===== src/rtl/tcgp_pkg.sv =====
// Shared field widths and controller/datapath handshake types for the cell placement grid.
package tcgp_pkg;

  // Fixed field widths of the cell and result items
  localparam int ROW_W  = 6;
  localparam int SPAN_W = 7;
  localparam int COL_W  = 6;
  localparam int EXT_W  = 7;
  localparam int BIT_W  = 3;

  // Packed stream widths
  localparam int IN_DATA_W  = 24;
  localparam int OUT_DATA_W = 16;

  // Highest bit of a span, first bit taken by the run-length search
  localparam logic [BIT_W-1:0] SPAN_TOP_BIT = 3'd6;

  // Commands from the controller to the datapath
  typedef struct packed {
    logic             accept;    // latch a new cell
    logic             rd_own;    // read the cell's own row
    logic             run_step;  // one bit of the run-length search
    logic [BIT_W-1:0] bit_sel;   // span bit for this step
    logic             pick;      // choose the first fitting column
    logic             mark;      // write the own row and pointer
    logic             rd_span;   // read the next covered row
    logic             wr_span;   // write the next covered row
    logic             out_load;  // move the result into the output register
  } tcgp_cmd_t;

  // Status from the datapath to the controller
  typedef struct packed {
    logic found;      // a free run was found
    logic span_more;  // another covered row is still to be marked
    logic out_free;   // output register can take a result
  } tcgp_stat_t;

endpackage


===== src/rtl/tcgp_ctrl.sv =====
// Controller: sequences read, run search, pick, marking of covered rows and result hand-off.
module tcgp_ctrl import tcgp_pkg::*; (
  input  logic       clk,
  input  logic       rst,
  input  logic       s_tvalid,
  output logic       s_tready,
  input  tcgp_stat_t stat,
  output tcgp_cmd_t  cmd
);

  localparam logic [2:0] ST_IDLE   = 3'd0;
  localparam logic [2:0] ST_READ   = 3'd1;
  localparam logic [2:0] ST_RUN    = 3'd2;
  localparam logic [2:0] ST_PICK   = 3'd3;
  localparam logic [2:0] ST_MARK   = 3'd4;
  localparam logic [2:0] ST_SREAD  = 3'd5;
  localparam logic [2:0] ST_SWRITE = 3'd6;
  localparam logic [2:0] ST_DONE   = 3'd7;

  logic [2:0]       state;
  logic [2:0]       state_next;
  logic [BIT_W-1:0] bit_cnt;
  logic [BIT_W-1:0] bit_cnt_next;

  assign s_tready = (state == ST_IDLE);

  // Next state and commands
  always_comb begin
    state_next   = state;
    bit_cnt_next = bit_cnt;
    cmd          = '0;
    cmd.bit_sel  = bit_cnt;
    unique case (state)
      ST_IDLE: begin
        if (s_tvalid) begin
          cmd.accept = 1'b1;
          state_next = ST_READ;
        end
      end
      ST_READ: begin
        cmd.rd_own   = 1'b1;
        bit_cnt_next = SPAN_TOP_BIT;
        state_next   = ST_RUN;
      end
      ST_RUN: begin
        cmd.run_step = 1'b1;
        if (bit_cnt == '0) begin
          state_next = ST_PICK;
        end else begin
          bit_cnt_next = bit_cnt - BIT_W'(1);
        end
      end
      ST_PICK: begin
        cmd.pick   = 1'b1;
        state_next = ST_MARK;
      end
      ST_MARK: begin
        if (stat.found) begin
          cmd.mark   = 1'b1;
          state_next = ST_SREAD;
        end else begin
          state_next = ST_DONE;
        end
      end
      ST_SREAD: begin
        if (stat.span_more) begin
          cmd.rd_span = 1'b1;
          state_next  = ST_SWRITE;
        end else begin
          state_next = ST_DONE;
        end
      end
      ST_SWRITE: begin
        cmd.wr_span = 1'b1;
        state_next  = ST_SREAD;
      end
      ST_DONE: begin
        if (stat.out_free) begin
          cmd.out_load = 1'b1;
          state_next   = ST_IDLE;
        end
      end
      default: begin
        state_next = ST_IDLE;
      end
    endcase
  end

  // State registers
  always_ff @(posedge clk) begin
    if (rst) begin
      state   <= ST_IDLE;
      bit_cnt <= '0;
    end else begin
      state   <= state_next;
      bit_cnt <= bit_cnt_next;
    end
  end

endmodule


===== config.mk =====
export PLATFORM = sky130hd
export DESIGN_NAME = tcgp_ctrl
export DESIGN_NICKNAME = d
export VERILOG_FILES = /design/src/rtl/tcgp_pkg.sv /design/src/rtl/tcgp_ctrl.sv
export SDC_FILE = /design/constraint.sdc
export NUM_CORES = 1
export LEC_CHECK = 0
export BUFFER_PORTS_ARGS = -buffer_cell sky130_fd_sc_hd__buf_2
export CORE_AREA = 2 2 39 41
export DETAILED_ROUTE_END_ITERATION = 12
export DIE_AREA = 0 0 41 43
export PLACE_DENSITY_LB_ADDON = 0.15
export SYNTH_ARGS = -nofsm -noshare
export SYNTH_HDL_FRONTEND = slang
export SYNTH_SLANG_ARGS = --single-unit

===== constraint.sdc =====
create_clock -name clk -period 2.09 [get_ports clk]
set_clock_uncertainty 0.2 [all_clocks]
set_input_delay 0.1045 -clock clk [delete_from_list [all_inputs] [get_ports clk]]
set_output_delay 0.1045 -clock clk [all_outputs]
set_load 0.1 [all_outputs]

==> results_tabular.tex <==
\begin{tabular}{lr}
\hline
Metric & Value \\
\hline
\multicolumn{2}{l}{\textbf{Status}} \\
\quad Outcome & completed \\
\multicolumn{2}{l}{\textbf{Placement}} \\
\quad RD Place Congestion & 0.704 \\
\quad Instance area at placement & 628 um2 \\
\quad Post-DP HPWL & 762 um \\
\quad IO Port Bufs & 17 \\
\quad Worst slack after detailed placement & 0.325 ns \\
\multicolumn{2}{l}{\textbf{Cells and area}} \\
\quad Area of the multi-input gates & 319 um2 \\
\quad Area grow syn2layout & 57.9\% \\
\quad Final layout net count & 85 \\
\quad Share of post-route cells with drive strength above 1 & 0.467 \\
\quad Fill cell count & 141 \\
\quad Register area & 130 um2 \\
\quad Antenna diodes & 0 \\
\quad Final Instance Area & 672 um2 \\
\multicolumn{2}{l}{\textbf{Timing}} \\
\quad Final Max Slew Viols & 0 \\
\quad Post-layout minimum cycle time & 1.95 ns \\
\quad Least-Margin Pin Slew & 0.484 ns \\
\quad Unrepaired setup endpoints after global routing & false \\
\quad Number of hold violations in the final report & 0 \\
\quad Fmax & 512 MHz \\
\quad Setup violation total in the final timing report & 0 \\
\quad Tightest slew margin relative to the limit & 0.679 \\
\quad PnR worst setup slack & 0.135 ns \\
\quad Fraction of the cycle the final worst path needs & 0.935 \\
\multicolumn{2}{l}{\textbf{Critical path}} \\
\quad Largest fanout on the critical path & 14 \\
\quad Required time reported for the critical path endpoint & 1.79 ns \\
\quad Arrival time at the worst endpoint & 1.65 ns \\
\quad Worst setup path class & reg2out \\
\quad Reg2Reg Depth & 5 \\
\quad Startpoint kind of the worst setup timing path & register \\
\quad Crit. End Element & output pin \\
\multicolumn{2}{l}{\textbf{Floorplanning}} \\
\quad Core Rows & 14 \\
\quad Vert. Die Dim & 43 um \\
\quad Initial cell density of the core & 0.307 \\
\quad Total Die Area & 1760 um2 \\
\quad Std-Cell Core Area & 1380 um2 \\
\quad Chip Width & 41 um \\
\quad Boundary Pins & 18 \\
\multicolumn{2}{l}{\textbf{Power}} \\
\quad Clk pwr share & 0.179 \\
\quad Net switching power & 0.000308 W \\
\quad Internal power & 0.000295 W \\
\quad VDD IR max & 0.000374 V \\
\quad Standby leakage power & 0.282 nW \\
\quad Sequential power share & 0.266 \\
\quad Switching part of the total & 0.510 \\
\quad Share of total power in combinational logic & 0.555 \\
\quad Ratio of total power to cell area & 897 nW/um2 \\
\multicolumn{2}{l}{\textbf{Logic synthesis}} \\
\quad Flip-flop cell with the highest count after synthesis & sky130\_fd\_sc\_hd\_\_dfxtp\_1 \\
\quad Dominant cells by area after synthesis & sky130\_fd\_sc\_hd\_\_dfxtp\_1 (28\%), sky130\_fd\_sc\_hd\_\_ha\_1 (5.9\%), sky130\_fd\_sc\_hd\_\_nor2b\_1 (5.9\%), sky130\_fd\_sc\_hd\_\_a311oi\_1 (4.1\%), sky130\_fd\_sc\_hd\_\_or3b\_2 (4.1\%) \\
\quad Proportion of synthesized flip-flops having asynchronous set or reset & 0 \\
\quad Number of enable-type register cells in the synthesized netlist & 0 \\
\quad Count leader, synth & sky130\_fd\_sc\_hd\_\_dfxtp\_1 \\
\quad Library cells used by synthesis & 28 \\
\quad Post-synthesis average cell area & 7.88 um2 \\
\quad Count of yosys warnings during synthesis & 0 \\
\quad FF+latch count, synth & 6 \\
\quad Area of the mapped netlist & 425 um2 \\
\quad Syn Nets & 62 \\
\quad Area share of the largest cell type after synthesis & 0.282 \\
\quad Most area-hungry cell type in the Yosys netlist & sky130\_fd\_sc\_hd\_\_dfxtp\_1 \\
\quad Part of the Yosys area used for sequential elements & 0.282 \\
\quad Post-synth top cells & sky130\_fd\_sc\_hd\_\_dfxtp\_1 (6), sky130\_fd\_sc\_hd\_\_inv\_1 (4), sky130\_fd\_sc\_hd\_\_nand2\_1 (4), sky130\_fd\_sc\_hd\_\_nor2\_1 (4), sky130\_fd\_sc\_hd\_\_nor2b\_1 (4) \\
\quad Synthesized netlist cell count & 54 \\
\multicolumn{2}{l}{\textbf{Clock network}} \\
\quad Number of buffers added by the clock tree synthesis step & 3 \\
\quad CTS tree & built \\
\quad Number of setup buffers added after CTS & 0 \\
\quad Number of H-tree levels & 1 \\
\quad Bufs on Longest Clock Path & 2 \\
\quad Number of sinks driven by the clock tree & 6 \\
\quad Clk Latency, worst-skew pair & 0.25 ns \\
\quad Clock-pin slew on the worst setup and hold paths & 0.05 ns \\
\quad Cell at the root of the clock tree & sky130\_fd\_sc\_hd\_\_clkbuf\_4 \\
\multicolumn{2}{l}{\textbf{Worst hold path}} \\
\quad Instance count along the most critical hold path & 4 \\
\quad Path type of the worst min-delay path & in2reg \\
\multicolumn{2}{l}{\textbf{Run}} \\
\quad Maxcap violations & 0 \\
\multicolumn{2}{l}{\textbf{Detailed routing}} \\
\quad Count of vias placed by the detailed router & 474 \\
\quad Wire length per cell after detailed routing & 11.2 um \\
\quad Drt via density & 5.21 \\
\quad Post-route DRC violation count & 0 \\
\quad Count of routing violations after the opening detailed-route iteration & 7 \\
\quad First-pass iteration count of the detailed router & 3 \\
\quad Antenna Nets Post-Route & 0 \\
\quad Drt total wl & 1020 um \\
\multicolumn{2}{l}{\textbf{Global routing}} \\
\quad Largest net degree at the start of global routing & 19 \\
\quad GRT Util Overall & 0.150 \\
\quad Wire length of the first global-routing pass & 1790 um \\
\quad Via count of the first global-routing pass & 430 \\
\quad Number of antenna violations at the first check in global routing & 0 \\
\quad Global-route congestion overflow total & 0 \\
\hline
\end{tabular}
## cells in the final DEF, fill, tap and decap left out, types with 2 or more instances in the layout
master / n
sky130_fd_sc_hd__a21oi_1: 3
sky130_fd_sc_hd__a311oi_1: 2
sky130_fd_sc_hd__buf_12: 3
sky130_fd_sc_hd__buf_2: 14
sky130_fd_sc_hd__buf_4: 2
sky130_fd_sc_hd__clkbuf_4: 3
sky130_fd_sc_hd__dfxtp_1: 2
sky130_fd_sc_hd__dfxtp_2: 2
sky130_fd_sc_hd__dfxtp_4: 2
sky130_fd_sc_hd__dlygate4sd3_1: 2
sky130_fd_sc_hd__ha_1: 2
sky130_fd_sc_hd__inv_1: 4
sky130_fd_sc_hd__nand2_1: 4
sky130_fd_sc_hd__nor2_2: 2
sky130_fd_sc_hd__nor2b_1: 4
sky130_fd_sc_hd__nor3_1: 2
sky130_fd_sc_hd__or3b_2: 2
## stage by stage
step                      total power, W  TNS (ns)  hold WS [ns]  instances  utilization
after floorplan                 0.000421    -0.200       -0.0361         54            -
after global placement          0.000494         0         0.155         86        0.454
after detailed placement        0.000495         0         0.158         86        0.454
after CTS                       0.000607         0        0.0425         91        0.485
after global routing            0.000639         0        0.0742         91        0.486
final                           0.000603         0        0.0436         91        0.486
## repair_timing
| item | in CTS | in global routing |
|---|---|---|
| resized for setup | 0 | 1 |
| endpoints found under the setup margin | 0 | 1 |
| endpoints found under the hold margin | 6 | 0 |
| hold buffers | 2 | 0 |
## cell type report
type | instances | area share
inverter | 4 | 0.0223
tap | 16 | 0.0298
clock buffer | 3 | 0.0335
sequential | 6 | 0.194
timing repair buffer | 21 | 0.246
multi-input combinational | 41 | 0.475
## cell families (layout without fill, tap and decap cells)
family / count (synthesis) / count (layout) / share of synthesized area
buffers and inverters: 7 / 28 / 0.0618
AND/OR/NAND/NOR: 28 / 28 / 0.403
flip-flops: 6 / 6 / 0.282
adder cells (fa/ha/maj): 2 / 2 / 0.0588
AO/OA/AOI/OAI: 11 / 11 / 0.194
## registers in the layout (all words and copies together) (netlist names)
register,cells
bit_cnt,3
state,3
## metal layers
metal | up-vias | routed length [um] | track usage
met5 | - | 0 | 0
met4 | 0 | 0 | 0.0400
met3 | 0 | 67 | 0.0785
met2 | 13 | 493 | 0.206
met1 | 220 | 459 | 0.199
li1 | 241 | - | -
## power groups by stage
stage | logic, W | registers [W] | clock network (W)
after global routing | 0.000354 | 0.000165 | 0.000120
after floorplan | 0.000212 | 0.000209 | 0
final | 0.000335 | 0.000160 | 0.000108
after detailed placement | 0.000333 | 0.000162 | 0
after global placement | 0.000333 | 0.000161 | 0
after CTS | 0.000337 | 0.000160 | 0.000110
## path summary, 6_finish.rpt
kind	from	slack, ns	end
setup / recovery	state[0]	0.14	cmd[9]
hold / removal	stat[1]	0.04	state[0]
setup reg to reg	bit_cnt[0]	0.35	bit_cnt[1]
hold reg to reg	bit_cnt[2]	0.32	bit_cnt[2]
## critical path: stages, from the launching register on
cell                      delay (ns)
sky130_fd_sc_hd__dfxtp_1        0.59
sky130_fd_sc_hd__or3b_2         0.50
sky130_fd_sc_hd__inv_1          0.13
sky130_fd_sc_hd__buf_12         0.18
Note: power is estimated with default switching activity, not from simulation.
